File: config.mk
export PLATFORM = sky130hd
export DESIGN_NAME = motor_limit_switch_interlock
export DESIGN_NICKNAME = d
export VERILOG_FILES = /design/src/hdl/mlsi_pkg.sv /design/src/hdl/mlsi_scan.sv /design/src/hdl/mlsi_pot.sv /design/src/hdl/motor_limit_switch_interlock.sv
export VERILOG_INCLUDE_DIRS = /design/src /design/src/hdl
export SDC_FILE = /design/constraint.sdc
export NUM_CORES = 1
export LEC_CHECK = 0
export ABC_AREA = 1
export BUFFER_PORTS_ARGS = -buffer_cell sky130_fd_sc_hd__buf_4
export CELL_PAD_IN_SITES_DETAIL_PLACEMENT = 0
export CELL_PAD_IN_SITES_GLOBAL_PLACEMENT = 1
export CORE_UTILIZATION = 41
export CTS_BUF_LIST = sky130_fd_sc_hd__clkbuf_4 sky130_fd_sc_hd__clkbuf_8
export DETAILED_ROUTE_END_ITERATION = 8
export GPL_TIMING_DRIVEN = 1
export PLACE_DENSITY = 0.87
export SLEW_MARGIN = 10
export SYNTH_ARGS = -nofsm -noshare
export SYNTH_HDL_FRONTEND = slang
export SYNTH_SLANG_ARGS = --single-unit
export TNS_END_PERCENT = 30
File: constraint.sdc
create_clock -name clock -period 1.9 [get_ports clock]
set_clock_uncertainty 0.2 [all_clocks]
set_input_delay 0.19 -clock clock [delete_from_list [all_inputs] [get_ports clock]]
set_output_delay 0.19 -clock clock [all_outputs]
set_load 0.02 [all_outputs]
File: src/hdl/motor_limit_switch_interlock_macros.svh
// Assertion macros shared by the interlock RTL.
// Used by modules that carry concurrent checks; no other dependencies.
`ifndef MOTOR_LIMIT_SWITCH_INTERLOCK_MACROS_SVH
`define MOTOR_LIMIT_SWITCH_INTERLOCK_MACROS_SVH

// Checked at every clock edge outside reset.
`define MLSI_ASSERT(lbl, prop, msg) \
   lbl: assert property (@(posedge clock) disable iff (reset) prop) else $error(msg);

// Checked at every clock edge, reset included.
`define MLSI_ASSERT_ALWAYS(lbl, prop, msg) \
   lbl: assert property (@(posedge clock) prop) else $error(msg);

`endif

File: src/hdl/mlsi_pkg.sv
// Types and constants for the motor limit-switch interlock.
// No dependencies; used by all interlock modules.
package mlsi_pkg;

   localparam int NUM_MOTORS     = 8;
   localparam int WORD_W         = 16;
   localparam int PAIRS_IN_WORD  = WORD_W / 2;
   localparam int MOTORS_CHECKED = (NUM_MOTORS < PAIRS_IN_WORD) ? NUM_MOTORS : PAIRS_IN_WORD;
   localparam int COUNT_W        = 8;

   localparam logic [1:0] PAIR_FWD = 2'b01;
   localparam logic [1:0] PAIR_BWD = 2'b10;
   localparam logic [COUNT_W-1:0] OVERFLOW_READING = 8'd255;

   // CSR indexes
   localparam logic [2:0] CSR_ENABLE   = 3'd0;
   localparam logic [2:0] CSR_STOP_EN  = 3'd1;
   localparam logic [2:0] CSR_STOP_INV = 3'd2;
   localparam logic [2:0] CSR_FWD_PAT  = 3'd3;
   localparam logic [2:0] CSR_BWD_PAT  = 3'd4;

   typedef enum logic [1:0] {
      POT_INIT  = 2'd0,
      POT_ARM   = 2'd1,
      POT_XDONE = 2'd2,
      POT_YDONE = 2'd3
   } pot_phase_type;

   typedef struct packed {
      logic [WORD_W-1:0] stop_enable;
      logic [WORD_W-1:0] stop_invert;
      logic [WORD_W-1:0] fwd_pattern;
      logic [WORD_W-1:0] bwd_pattern;
   } stop_cfg_type;

   typedef struct packed {
      logic counter_clear;
      logic trigger_x;
      logic trigger_y;
      logic pot_x_changed;
      logic pot_y_changed;
   } pot_flags_type;

endpackage

File: src/hdl/mlsi_scan.sv
// Stop-switch override of the motor word and scan-to-scan change detection.
// Depends on mlsi_pkg.
module mlsi_scan (
   input  logic                          clock,
   input  logic                          reset,
   input  logic                          step,
   input  mlsi_pkg::stop_cfg_type        cfg,
   input  logic [mlsi_pkg::WORD_W-1:0]   commanded_outputs,
   input  logic [mlsi_pkg::WORD_W-1:0]   sampled_inputs,
   output logic [mlsi_pkg::WORD_W-1:0]   driven_outputs,
   output logic                          outputs_changed,
   output logic                          inputs_changed
);

   logic [mlsi_pkg::WORD_W-1:0] stop_active_ff, stop_active_in;
   logic [mlsi_pkg::WORD_W-1:0] prev_out_ff, prev_in_ff;
   logic [mlsi_pkg::WORD_W-1:0] drv;

   // forward check first, backward check sees its result
   always_comb begin
      logic [1:0] pair;
      drv = commanded_outputs;
      for (int m = 0; m < mlsi_pkg::MOTORS_CHECKED; m++) begin
         pair = commanded_outputs[2*m +: 2];
         if (stop_active_ff[2*m] && pair == mlsi_pkg::PAIR_FWD) begin
            pair = cfg.fwd_pattern[2*m +: 2];
         end
         if (stop_active_ff[2*m+1] && pair == mlsi_pkg::PAIR_BWD) begin
            pair = cfg.bwd_pattern[2*m +: 2];
         end
         drv[2*m +: 2] = pair;
      end
   end

   assign stop_active_in  = (sampled_inputs ^ cfg.stop_invert) & cfg.stop_enable;
   assign driven_outputs  = step ? drv : '0;
   assign outputs_changed = step && (drv != prev_out_ff);
   assign inputs_changed  = step && (sampled_inputs != prev_in_ff);

   always_ff @(posedge clock) begin
      if (reset) begin
         stop_active_ff <= '0;
         prev_out_ff    <= '0;
         prev_in_ff     <= '0;
      end else if (step) begin
         stop_active_ff <= stop_active_in;
         prev_out_ff    <= drv;
         prev_in_ff     <= sampled_inputs;
      end
   end

endmodule

File: src/hdl/mlsi_pot.sv
// Potentiometer sequencer: alternates X/Y triggers and latches readings.
// Depends on mlsi_pkg and the assertion macro header.
`include "motor_limit_switch_interlock_macros.svh"

module mlsi_pot (
   input  logic                           clock,
   input  logic                           reset,
   input  logic                           step,
   input  logic                           monostable_busy,
   input  logic [mlsi_pkg::COUNT_W-1:0]   pulse_count,
   input  logic                           pulse_overflow,
   output mlsi_pkg::pot_flags_type        flags,
   output logic [mlsi_pkg::COUNT_W-1:0]   pot_x_value,
   output logic [mlsi_pkg::COUNT_W-1:0]   pot_y_value
);

   mlsi_pkg::pot_phase_type phase_ff, phase_in;
   logic [mlsi_pkg::COUNT_W-1:0] x_ff, x_in, y_ff, y_in;
   logic [mlsi_pkg::COUNT_W-1:0] reading;

   assign reading = pulse_overflow ? mlsi_pkg::OVERFLOW_READING : pulse_count;

   always_ff @(posedge clock) begin
      if (reset) begin
         phase_ff <= mlsi_pkg::POT_INIT;
         x_ff     <= '0;
         y_ff     <= '0;
      end else begin
         phase_ff <= phase_in;
         x_ff     <= x_in;
         y_ff     <= y_in;
      end
   end

   always_comb begin
      phase_in = phase_ff;
      x_in     = x_ff;
      y_in     = y_ff;
      flags    = '0;
      if (step && !monostable_busy) begin
         case (phase_ff)
            mlsi_pkg::POT_XDONE: begin
               flags.pot_x_changed = (reading != x_ff);
               x_in                = reading;
               flags.counter_clear = 1'b1;
               flags.trigger_y     = 1'b1;
               phase_in            = mlsi_pkg::POT_YDONE;
            end
            mlsi_pkg::POT_YDONE: begin
               flags.pot_y_changed = (reading != y_ff);
               y_in                = reading;
               flags.counter_clear = 1'b1;
               flags.trigger_x     = 1'b1;
               phase_in            = mlsi_pkg::POT_XDONE;
            end
            mlsi_pkg::POT_ARM: begin
               flags.counter_clear = 1'b1;
               flags.trigger_x     = 1'b1;
               phase_in            = mlsi_pkg::POT_XDONE;
            end
            default: begin
               phase_in = mlsi_pkg::POT_ARM;
            end
         endcase
      end
   end

   // readings after this scan
   assign pot_x_value = x_in;
   assign pot_y_value = y_in;

   `MLSI_ASSERT(a_x_read_phase, flags.pot_x_changed |-> phase_ff == mlsi_pkg::POT_XDONE, "X read outside X-done phase")
   `MLSI_ASSERT(a_phase_hold, (!step || monostable_busy) |=> $stable(phase_ff), "phase moved without a scan")

endmodule

File: src/hdl/motor_limit_switch_interlock.sv
// Motor limit-switch interlock: one scan word in, one result word out, every cycle unless stalled.
// Scan words pass an input register, single-pass logic (mlsi_scan, mlsi_pot) and a result
// register, so a word can be accepted each cycle while the result side is not stalled;
// rsp_tvalid rises once the input register hands its word on to a free result register.
// Throughput is one word per clock, set by the result register and its back pressure.
// Config writes (csr_*) take effect on the next edge and belong to idle periods; with the
// CSR_ENABLE bit clear, scans still return one result but leave all state alone.
`include "motor_limit_switch_interlock_macros.svh"

module motor_limit_switch_interlock (
   input  logic        clock,
   input  logic        reset,
   input  logic        req_tvalid,
   output logic        req_tready,
   // [15:0] commanded_outputs, [31:16] sampled_inputs, [32] monostable_busy,
   // [40:33] pulse_count, [41] pulse_overflow, [47:42] zero
   input  logic [47:0] req_tdata,
   output logic        rsp_tvalid,
   input  logic        rsp_tready,
   // [15:0] driven_outputs, [16] counter_clear, [17] trigger_x, [18] trigger_y,
   // [26:19] pot_x_value, [34:27] pot_y_value, [35] outputs_changed,
   // [36] inputs_changed, [37] pot_x_changed, [38] pot_y_changed, [39] zero
   output logic [39:0] rsp_tdata,
   input  logic        csr_we,
   input  logic [2:0]  csr_index,
   input  logic [15:0] csr_wdata
);

   localparam int W = mlsi_pkg::WORD_W;
   localparam int C = mlsi_pkg::COUNT_W;

   logic                   enable_ff;
   mlsi_pkg::stop_cfg_type cfg_ff;

   logic         s1_valid_ff;
   logic [W-1:0] s1_cmd_ff, s1_inp_ff;
   logic         s1_busy_ff, s1_ovf_ff;
   logic [C-1:0] s1_count_ff;

   logic         rsp_valid_ff;
   logic [39:0]  rsp_data_ff, rsp_data_in;

   logic advance, step;

   logic [W-1:0]            drv;
   logic                    och, ich;
   mlsi_pkg::pot_flags_type pflags;
   logic [C-1:0]            px, py;

   always_ff @(posedge clock) begin
      if (reset) begin
         enable_ff <= 1'b0;
         cfg_ff    <= '0;
      end else if (csr_we) begin
         case (csr_index)
            mlsi_pkg::CSR_ENABLE:   enable_ff          <= csr_wdata[0];
            mlsi_pkg::CSR_STOP_EN:  cfg_ff.stop_enable <= csr_wdata;
            mlsi_pkg::CSR_STOP_INV: cfg_ff.stop_invert <= csr_wdata;
            mlsi_pkg::CSR_FWD_PAT:  cfg_ff.fwd_pattern <= csr_wdata;
            mlsi_pkg::CSR_BWD_PAT:  cfg_ff.bwd_pattern <= csr_wdata;
            default: ;
         endcase
      end
   end

   assign advance    = !rsp_valid_ff || rsp_tready;
   assign req_tready = !s1_valid_ff || advance;
   assign step       = s1_valid_ff && advance && enable_ff;

   always_ff @(posedge clock) begin
      if (reset) begin
         s1_valid_ff <= 1'b0;
      end else if (req_tready) begin
         s1_valid_ff <= req_tvalid;
      end
   end

   always_ff @(posedge clock) begin
      if (req_tvalid && req_tready) begin
         s1_cmd_ff   <= req_tdata[15:0];
         s1_inp_ff   <= req_tdata[31:16];
         s1_busy_ff  <= req_tdata[32];
         s1_count_ff <= req_tdata[40:33];
         s1_ovf_ff   <= req_tdata[41];
      end
   end

   mlsi_scan u_scan (
      .clock             (clock),
      .reset             (reset),
      .step              (step),
      .cfg               (cfg_ff),
      .commanded_outputs (s1_cmd_ff),
      .sampled_inputs    (s1_inp_ff),
      .driven_outputs    (drv),
      .outputs_changed   (och),
      .inputs_changed    (ich)
   );

   mlsi_pot u_pot (
      .clock           (clock),
      .reset           (reset),
      .step            (step),
      .monostable_busy (s1_busy_ff),
      .pulse_count     (s1_count_ff),
      .pulse_overflow  (s1_ovf_ff),
      .flags           (pflags),
      .pot_x_value     (px),
      .pot_y_value     (py)
   );

   assign rsp_data_in = {1'b0, pflags.pot_y_changed, pflags.pot_x_changed, ich, och,
                         py, px, pflags.trigger_y, pflags.trigger_x,
                         pflags.counter_clear, drv};

   always_ff @(posedge clock) begin
      if (reset) begin
         rsp_valid_ff <= 1'b0;
      end else if (advance) begin
         rsp_valid_ff <= s1_valid_ff;
      end
   end

   always_ff @(posedge clock) begin
      if (advance && s1_valid_ff) begin
         rsp_data_ff <= rsp_data_in;
      end
   end

   assign rsp_tvalid = rsp_valid_ff;
   assign rsp_tdata  = rsp_data_ff;

   `MLSI_ASSERT(a_one_trigger,
      rsp_valid_ff |-> !(rsp_data_ff[17] && rsp_data_ff[18]),
      "both triggers set")
   `MLSI_ASSERT(a_trig_clear,
      (rsp_valid_ff && (rsp_data_ff[17] || rsp_data_ff[18])) |-> rsp_data_ff[16],
      "trigger without counter clear")
   `MLSI_ASSERT(a_disabled_quiet,
      (s1_valid_ff && advance && !enable_ff) |=>
         (rsp_data_ff[18:0] == '0 && rsp_data_ff[38:35] == '0),
      "disabled scan drove outputs")
   `MLSI_ASSERT_ALWAYS(a_ready_when_empty,
      !rsp_valid_ff |-> req_tready,
      "input stalled with empty result register")

endmodule

==> impl_metrics.json, run 1 <==
{
  "dieWidth_um": 146.6,
  "grt_start_max_net_pins": 90,
  "ant_nets": 0,
  "setup_viol": 0,
  "dr.pass1.iters": 6,
  "path_clk_slew_ns": 0.07,
  "placed_area_mm2": 0.009846,
  "grt_pass1_vias": 6533,
  "insertion_delay_ns": 0.52,
  "design_area_mm2": 0.01136,
  "wl_per_cell_um": 13.79,
  "yosys_most_used_dff": "dfxtp_1",
  "cp.buffers_inverters": 6,
  "syn_inst": 942,
  "grtUsageTotal_pct": 19.13,
  "fin_crit_sh_pct": 93.58,
  "grt_first_pass_wirelength_um": 32680,
  "grt-ovfl-total": 0,
  "initial_core_util_pct": 42.08,
  "cp_data_arrival_time_ns": 1.85,
  "routabilityCongestion": 0.7935,
  "synth.top_cell.area_share_pct": 31.07,
  "syn-num-nets": 1014,
  "worst-path-max-fanout": 22,
  "end_kind": "flip-flop",
  "worst_ep_required_time_ns": 1.97,
  "routed_wl_um": 19880,
  "cts_tree": "done",
  "layout_min_cycle_time_ns": 1.778,
  "fill_cells": 1793,
  "synth_edf_count": 81,
  "fin_cells": 1442,
  "cts_made_buffers": 37,
  "p_total_w": 0.01033,
  "netlist-cell-type-count": 34,
  "synth_top_cell_by_area": "dfxtp_1",
  "drv_cap": 0,
  "rsz0062_at_grt": "no",
  "synth_warnings": 0,
  "area_growth_pct": 32.54,
  "cp-start-kind": "input pin",
  "max_stage_delay_ns": 0.54,
  "synth_common_cells": "163 x nor2_1, 133 x dfxtp_1, 129 x nand2_1, 87 x o21ai_0",
  "synth.area.top_cells": "dfxtp_1 31%, edfxtp_1 28%, nor2_1 7.1%, nand2_1 5.7%, o21ai_0 5.1%",
  "worst_path_dominant_cell_family": "buffers and inverters",
  "max_freq_ghz": 0.5624,
  "p_per_area_mw_per_mm2": 909.3,
  "crit_chain": "dlygate4sd3_1 -> buf_4 -> inv_1 -> nand2_2 -> nand2_2 -> nor2_4 -> inv_2 -> nor2_4 -> nand3_2 -> inv_2 -> buf_12 -> nor2_1 -> a21oi_1",
  "core-area_mm2": 0.02036,
  "syn_area_per_cell_um2": 9.097,
  "multi_input_area_mm2": 0.003008,
  "slew_violations": 0,
  "dp_cells": 1308,
  "synth_most_common_cell": "nor2_1",
  "peakVddDrop_mv": 0.4918,
  "cts_max_level": 2,
  "netlist_area_mm2": 0.008569,
  "cts_buffer_depth": 3,
  "io_pins": 114,
  "cts.sinks": 214,
  "routed-via-count": 6859,
  "avgViaCountPerCell": 4.757,
  "cts_root_buf": "clkbuf_8",
  "diodes": 0,
  "hold_class": "input pin to flip-flop",
  "drive_gt1_share_pct": 20.56,
  "hpwl_um": 12490,
  "antenna_found_initial": 0,
  "timing.setup.tns_ns": 0,
  "cpMaxStageDelayCell": "dlygate4sd3_1",
  "die_area_mm2": 0.02148,
  "num_rows": 52,
  "ys_seq_area_share_pct": 59.45,
  "port-buffer-count": 106,
  "leakagePower_nw": 4.638,
  "die_h_um": 146.6,
  "regArea_mm2": 0.005096,
  "route.detailed.drc": 0,
  "async_reset_ff_share_pct": 0,
  "ys_ff_latch": 214,
  "hold_viol": 0,
  "drt_iter0_markers": 375,
  "nets": 1215,
  "status": "completed",
  "path_class": "input pin to flip-flop"
}
-- registers in the layout, summed over array words and instances, names as in the netlist, 16 cells and up --
signal,count
rsp_tdata,39
cfg_ff,64
u_scan.stop_active_ff,16
u_scan.prev_in_ff,16
s1_cmd_ff,16
s1_inp_ff,16
u_scan.prev_out_ff,16
-- stage by stage --
stage               hold WS [ns]  utilization (%)  setup WS (ns)
global route              0.1289            55.78       0.002270
detailed placement        0.1693            48.35         0.1300
floorplan                0.08887                -        0.02055
CTS                      0.07528            55.68         0.1083
global placement          0.1686            48.35         0.1394
finish                    0.1096            55.78         0.1219
-- worst paths after layout --
path,end,slack (ns),depth (start not counted),from
worst max-delay path,rsp_tdata[23]$_DFFE_PP_,0.12,13,rsp_tready
worst min-delay path,s1_cmd_ff[15]$_DFFE_PP_,0.11,4,req_tvalid
worst max register to register,rsp_tdata[37]$_SDFFCE_PN0P_,0.13,5,s1_ovf_ff$_DFFE_PP_
worst min register to register,cfg_ff[23]$_SDFFE_PP0P_,0.25,2,cfg_ff[23]$_SDFFE_PP0P_
-- where the power goes --
group	switching [W]	total (W)	internal [W]
Combinational	0.000388	0.000752	0.000364
Clock	0.00185	0.00459	0.00274
Sequential	0.0000811	0.00499	0.00491
Total	0.00232	0.0103	0.00801
-- cell type report --
| cell class | instances | area share [%] |
|---|---|---|
| sequential | 214 | 44.87 |
| multi-input combinational | 604 | 26.48 |
| timing repair buffer | 201 | 15.51 |
| clock buffer | 53 | 6.037 |
| tap | 270 | 2.974 |
| inverter | 85 | 2.842 |
| clock inverter | 15 | 1.289 |
-- routing by layer --
layer  routed length, µm  GRT usage (%)
met1                9299          24.74
met2                9223          31.26
met3                 856          3.625
met4                 504          8.229
met5                   0              0
-- worst min-delay path, stage by stage --
cell and delay, ns:
buf_4 0.08, nand2_1 0.10, clkinvlp_4 0.11, buf_4 0.21
-- kinds of logic after synthesis --
family | after synthesis | synth area share [%]
other | 1 | 0.04376
AO/OA/AOI/OAI | 195 | 12.45
buffers and inverters | 124 | 5.826
AND/OR/NAND/NOR | 380 | 19.36
XOR/XNOR | 28 | 2.862
flip-flops | 214 | 59.45
-- layout by cell type, fill, tap and decap left out, types with 12 or more instances in the layout --
| master | netlist | routed |
|---|---|---|
| nor2_1 | 163 | 161 |
| dfxtp_1 | 133 | 132 |
| nand2_1 | 129 | 129 |
| buf_4 | 1 | 128 |
| o21ai_0 | 87 | 87 |
| edfxtp_1 | 81 | 81 |
| inv_1 | 81 | 80 |
| a21oi_1 | 73 | 72 |
| dlygate4sd3_1 | 0 | 66 |
| clkbuf_8 | 0 | 46 |
| nand3_1 | 37 | 36 |
| xnor2_1 | 21 | 21 |
| a211oi_1 | 21 | 21 |
| or2_2 | 19 | 19 |
| nand3b_1 | 12 | 12 |
-- repair_timing --
item                                   CTS  global route
endpoints found under the hold margin  150             0
hold buffers                            66             0
gates resized for setup                  0             5
setup endpoints to repair                0             4
setup buffers                            0             0
No activity file was read; power rests on OpenSTA's default activity.
==> inputs of run 2 (changes only) <==
--- a/config.mk
+++ b/config.mk
@@ -10,11 +10,10 @@
 export BUFFER_PORTS_ARGS = -buffer_cell sky130_fd_sc_hd__buf_4
 export CELL_PAD_IN_SITES_DETAIL_PLACEMENT = 0
 export CELL_PAD_IN_SITES_GLOBAL_PLACEMENT = 1
-export CORE_UTILIZATION = 41
-export CTS_BUF_LIST = sky130_fd_sc_hd__clkbuf_4 sky130_fd_sc_hd__clkbuf_8
+export CORE_UTILIZATION = 39
 export DETAILED_ROUTE_END_ITERATION = 8
 export GPL_TIMING_DRIVEN = 1
-export PLACE_DENSITY = 0.87
+export PLACE_DENSITY = 0.84
 export SLEW_MARGIN = 10
 export SYNTH_ARGS = -nofsm -noshare
 export SYNTH_HDL_FRONTEND = slang
==> constraint.sdc (replaced) <==
create_clock -name clock -period 1.9 [get_ports clock]
set_clock_uncertainty 0.2 [all_clocks]
set_input_delay 0.19 -clock clock [delete_from_list [all_inputs] [get_ports clock]]
set_output_delay 0.19 -clock clock [all_outputs]
set_load 0.05 [all_outputs]
==> impl_metrics.json, run 2 (synthesis gave the netlist of run 1 again) <==
{
  "status": "completed",
  "ant_nets": 0,
  "p_seq_share_pct": 47.9,
  "path_clk_slew_ns": 0.06,
  "slew_violations": 0,
  "internal_power_w": 0.008073,
  "cts_buffer_depth": 3,
  "layout_min_cycle_time_ns": 1.836,
  "crit_start": "s1_ovf_ff$_DFFE_PP_",
  "dp_slack_ns": 0.02186,
  "cts_max_level": 1,
  "cts_tree": "done",
  "io_pins": 114,
  "hpwl_um": 13080,
  "die_h_um": 150.2,
  "cp_data_arrival_time_ns": 1.88,
  "cts_made_buffers": 24,
  "timing.rr.start": "s1_ovf_ff$_DFFE_PP_",
  "cp-start-kind": "flip-flop",
  "core-area_mm2": 0.02129,
  "grt_first_pass_wirelength_um": 32860,
  "clkPwrFrac_pct": 43.8,
  "num_rows": 53,
  "dr.pass1.iters": 5,
  "worst_ep_required_time_ns": 1.95,
  "path_class": "flip-flop to flip-flop",
  "dieWidth_um": 150.2,
  "hold_class": "input pin to flip-flop",
  "cts_root_buf": "clkbuf_16",
  "regMostFlops": "cfg_ff",
  "p_switching_w": 0.002336,
  "drt_iter0_markers": 467,
  "leakagePower_nw": 4.671,
  "area_growth_pct": 34.40,
  "rsz0062_at_grt": "yes",
  "routabilityCongestion": 0.8071,
  "grt_pass1_vias": 6479,
  "routed_wl_um": 20260,
  "grt-ovfl-total": 0,
  "grt_start_max_net_pins": 90,
  "die_area_mm2": 0.02257,
  "setup_viol": 0,
  "route.detailed.drc": 0,
  "cts.sinks": 214,
  "switching_share_pct": 22.44,
  "end_kind": "flip-flop",
  "nets": 1220,
  "drv_cap": 0,
  "wl_per_cell_um": 14.06,
  "port-buffer-count": 106,
  "largest_reg_flops": 64,
  "initial_core_util_pct": 40.26,
  "setup_ws_ns": 0.06394,
  "timing.setup.tns_ns": 0,
  "avgViaCountPerCell": 4.772,
  "peakVddDrop_mv": 0.7556,
  "max_freq_ghz": 0.5446,
  "final_cell_mix": "154 x nor2_1, 144 x buf_4, 130 x dfxtp_1",
  "relSlewSlack_pct": 60.93,
  "final_common_cell": "nor2_1",
  "pwr-share-comb_pct": 8.3,
  "hold_start": "reset",
  "grtUsageTotal_pct": 18.39,
  "insertion_delay_ns": 0.51,
  "fin_crit_sh_pct": 96.63,
  "worst-path-max-fanout": 5,
  "diodes": 0,
  "hold_viol": 0,
  "antenna_found_initial": 0,
  "routed-via-count": 6877,
  "worst_pin_slew_ns": 0.5861,
  "p_per_area_mw_per_mm2": 903.8,
  "drive_gt1_share_pct": 21.70
}
run 2: changes by cell type in the layout (fill, tap and decap cells not counted), moves of 3 or more:
cell       change
nand2_1        -8
nor2_1         -7
nor2_2         +6
clkbuf_4       -7
clkinv_2       -3
clkbuf_8      -42
clkbuf_1       +8
buf_4         +16
clkbuf_16     +26
nand2_2        +7
inv_1          -3
buf_6          +3
clkinv_1       -4
run 2: per-stage QoR:
step	power [W]	instance area (µm²)	cells	hold WS, ns	util (%)
finish	0.01041	11520	1441	0.03251	54.11
global route	0.01080	11520	1441	0.06755	54.11
CTS	0.01049	11410	1439	0.03175	53.62
detailed placement	0.005822	9942	1327	0.1695	46.71
global placement	0.005810	9942	1327	0.1684	46.71
floorplan	0.005484	8597	942	0.08887	-
run 2: what timing repair did:
action | CTS | global route
pin swaps | 0 | 4
hold buffers | 67 | 0
gates resized for setup | 1 | 31
cloned | 0 | 0
setup buffers | 1 | 2
endpoints found under the setup margin | 1 | 15
endpoints found under the hold margin | 109 | 0
run 2: critical path: stages, from the launching register on:
cell and delay (ns):
edfxtp_1 0.44, buf_4 0.17, nor2_2 0.15, buf_6 0.14
xnor2_1 0.07, nor4_1 0.28, a21oi_1 0.12
run 2: power by group through the flow:
stage	Clock [W]	Sequential, W	Combinational, W
2_1_floorplan	0	0.00519	0.000299
3_3_place_gp	0	0.00508	0.000726
3_5_place_dp	0	0.00509	0.000734
4_1_cts	0.00465	0.00499	0.000846
5_1_grt	0.00486	0.00500	0.000940
6_report	0.00456	0.00499	0.000862
run 2: routing by layer:
layer,routed length (µm),track usage (%)
met1,9354,24.20
met2,9473,30.90
met3,948,3.000
met4,483,5.657
met5,0,0
run 2: worst paths after layout:
| path | endpoint | slack (ns) | cells after the start |
|---|---|---|---|
| setup / recovery | rsp_tdata[37]$_SDFFCE_PN0P_ | 0.06 | 6 |
| hold / removal | u_pot.phase_ff[0]$_SDFFE_PP0P_ | 0.03 | 5 |
| setup reg to reg | rsp_tdata[37]$_SDFFCE_PN0P_ | 0.06 | 6 |
| hold reg to reg | cfg_ff[27]$_SDFFE_PP0P_ | 0.25 | 2 |
run 2: final cells by class:
class | count | area [µm²]
Tap cell | 275 | 344.1
Clock inverter | 6 | 56.30
Clock buffer | 38 | 735.7
Timing Repair Buffer | 219 | 1886
Multi-Input combinational cell | 604 | 3069
Inverter | 85 | 325.3
Fill cell | 1859 | 9769
Sequential cell | 214 | 5101
==> inputs of run 3 (changes only) <==
--- a/config.mk
+++ b/config.mk
@@ -7,13 +7,14 @@
 export NUM_CORES = 1
 export LEC_CHECK = 0
 export ABC_AREA = 1
-export BUFFER_PORTS_ARGS = -buffer_cell sky130_fd_sc_hd__buf_4
+export ABC_CLOCK_PERIOD_IN_PS = 1740
 export CELL_PAD_IN_SITES_DETAIL_PLACEMENT = 0
 export CELL_PAD_IN_SITES_GLOBAL_PLACEMENT = 1
-export CORE_UTILIZATION = 39
+export CORE_UTILIZATION = 45
 export DETAILED_ROUTE_END_ITERATION = 8
+export DONT_BUFFER_PORTS = 1
 export GPL_TIMING_DRIVEN = 1
-export PLACE_DENSITY = 0.84
+export PLACE_DENSITY = 0.83
 export SLEW_MARGIN = 10
 export SYNTH_ARGS = -nofsm -noshare
 export SYNTH_HDL_FRONTEND = slang
==> constraint.sdc (replaced) <==
create_clock -name clock -period 1.74 [get_ports clock]
set_clock_uncertainty 0.2 [all_clocks]
set_input_delay 0.174 -clock clock [delete_from_list [all_inputs] [get_ports clock]]
set_output_delay 0.174 -clock clock [all_outputs]
set_load 0.05 [all_outputs]
==> impl_metrics.json, run 3 (synthesis gave the netlist of run 1 again) <==
{
  "crit_start": "s1_ovf_ff$_DFFE_PP_",
  "max_freq_ghz": 0.5662,
  "routed-via-count": 6534,
  "num_rows": 50,
  "leakagePower_nw": 4.296,
  "diodes": 0,
  "port-buffer-count": 0,
  "core-area_mm2": 0.01871,
  "initial_core_util_pct": 45.81,
  "grtUsageTotal_pct": 20.45,
  "avgViaCountPerCell": 4.973,
  "relSlewSlack_pct": 65.89,
  "worst_pin_slew_ns": 0.5128,
  "dieWidth_um": 140.0,
  "final_cell_mix": "154 x nor2_1, 132 x dfxtp_1, 123 x nand2_1",
  "hold_viol": 0,
  "fin_crit_sh_pct": 101.5,
  "path_clk_slew_ns": 0.06,
  "setup_viol": 2,
  "regMostFlops": "cfg_ff",
  "dr.pass1.iters": 4,
  "cts_made_buffers": 24,
  "antenna_found_initial": 0,
  "cp-start-kind": "flip-flop",
  "cpMostUsedCell": "buf_6",
  "nets": 1134,
  "peakVddDrop_mv": 0.7484,
  "hold_class": "input pin to flip-flop",
  "insertion_delay_ns": 0.51,
  "wl_per_cell_um": 14.99,
  "path_class": "flip-flop to flip-flop",
  "timing.rr.start": "s1_ovf_ff$_DFFE_PP_",
  "cts_buffer_depth": 3,
  "p_total_w": 0.01113,
  "timing.hold.ws_ns": 0.02259,
  "hold_start": "csr_index[1]",
  "worst_ep_required_time_ns": 1.79,
  "cts_root_buf": "clkbuf_16",
  "cp_data_arrival_time_ns": 1.82,
  "worst-path-max-fanout": 5,
  "design_area_mm2": 0.01094,
  "setup_ws_ns": -0.02605,
  "drv_cap": 0,
  "rsz0062_at_grt": "yes",
  "end_kind": "flip-flop",
  "status": "complete, but fails checks",
  "cts.sinks": 214,
  "r2r_setup_slack_ns": -0.03,
  "crit_chain": "buf_6 -> nor2_4 -> buf_6 -> xnor2_2 -> nor4_2 -> a21oi_1",
  "worstHoldEndpoint": "enable_ff$_SDFFE_PP0P_",
  "route.detailed.drc": 0,
  "placed_area_mm2": 0.009129,
  "ant_nets": 0,
  "final_common_cell": "nor2_1",
  "max_stage_delay_ns": 0.46,
  "layout_min_cycle_time_ns": 1.766,
  "dp_cells": 1180,
  "rr_endpoint": "rsp_tdata[37]$_SDFFCE_PN0P_",
  "routed_wl_um": 19700,
  "cts_max_level": 1,
  "grt_first_pass_wirelength_um": 32190,
  "die_h_um": 140.0,
  "routabilityCongestion": 0.7713,
  "grt_start_max_net_pins": 48,
  "violations": "negative setup slack",
  "reg2regPathDepth": 6,
  "cp.buffers_inverters": 2,
  "io_pins": 114,
  "grt-ovfl-total": 0,
  "cpMaxStageDelayCell": "edfxtp_1",
  "worst_path_dominant_cell_family": "flip-flops",
  "grt_pass1_vias": 6323,
  "fin_cells": 1314,
  "cts_tree": "done",
  "drt_iter0_markers": 442,
  "area_growth_pct": 27.68,
  "largest_reg_flops": 64,
  "die_area_mm2": 0.01960,
  "hpwl_um": 12630,
  "fill_cells": 1611,
  "slew_violations": 0,
  "drive_gt1_share_pct": 14.17,
  "p_per_area_mw_per_mm2": 1017,
  "holdPathStages": 3
}
## run 3: cell count changes in the layout (fill, tap and decap cells not counted), sizes merged
cell	delta
clkbuf	-1
dlymetal6s4s	+2
dlygate4sd3	+10
inv	-3
buf	-99
clkinvlp	+1
clkinv	+4
## run 3: worst max-delay path by stage
stage / to / slack [ns] / cells past startpoint
6_report: rsp_tdata[37]$_SDFFCE_PN0P_ / -0.03 / 6
3_5_place_dp: rsp_tdata[38]$_SDFFCE_PN0P_ / -0.01 / 5
2_1_floorplan: s1_busy_ff$_DFFE_PP_ / -0.22 / 3
3_3_place_gp: rsp_tdata[38]$_SDFFCE_PN0P_ / 0.007 / 5
5_1_grt: rsp_tdata[37]$_SDFFCE_PN0P_ / -0.11 / 6
4_1_cts: rsp_tdata[38]$_SDFFCE_PN0P_ / 0.0002 / 6
## run 3: area by class of cell
class / instances / area (µm²) / share of cell area, %
Inverter: 85 / 334.1 / 3.053
Clock inverter: 8 / 63.81 / 0.5832
Tap cell: 234 / 292.8 / 2.676
Timing Repair Buffer: 133 / 1331 / 12.17
Sequential cell: 214 / 5099 / 46.60
Clock buffer: 36 / 706.9 / 6.461
Multi-Input combinational cell: 604 / 3114 / 28.46
## run 3: tightest hold or removal path: stages
cell	delay [ns]
dlymetal6s4s_1	0.27
o31ai_1	0.13
a21oi_1	0.11
## run 3: through the flow
step           util [%]  TNS (ns)  setup WS [ns]
2_1_floorplan         -    -10.43        -0.2215
3_3_place_gp      48.80         0       0.006549
3_5_place_dp      48.80  -0.01850       -0.01189
4_1_cts           57.44         0      0.0001565
5_1_grt           58.50   -0.5197        -0.1131
6_report          58.50  -0.04409       -0.02605
## run 3: layer usage
| layer | track usage [%] | vias to the layer above | wire length, µm |
|---|---|---|---|
| met4 | 5.379 | 0 | 390 |
| li1 | - | 3369 | - |
| met3 | 3.658 | 33 | 866 |
| met1 | 26.84 | 2989 | 8960 |
| met5 | 0 | - | 0 |
| met2 | 34.76 | 143 | 9484 |
## run 3: timing repair
item                       in CTS  in global routing
cloned                          0                  0
hold endpoints to repair      210                  1
hold buffers                   79                  1
setup endpoints to repair      11                 54
resized for setup               4                 38
pin swaps                       2                 10
buffers inserted                4                  6
## run 3: power breakdown
group	switching [W]	internal [W]
Clock	0.00192	0.00294
Combinational	0.000371	0.000316
Sequential	0.000216	0.00536
Total	0.00251	0.00862
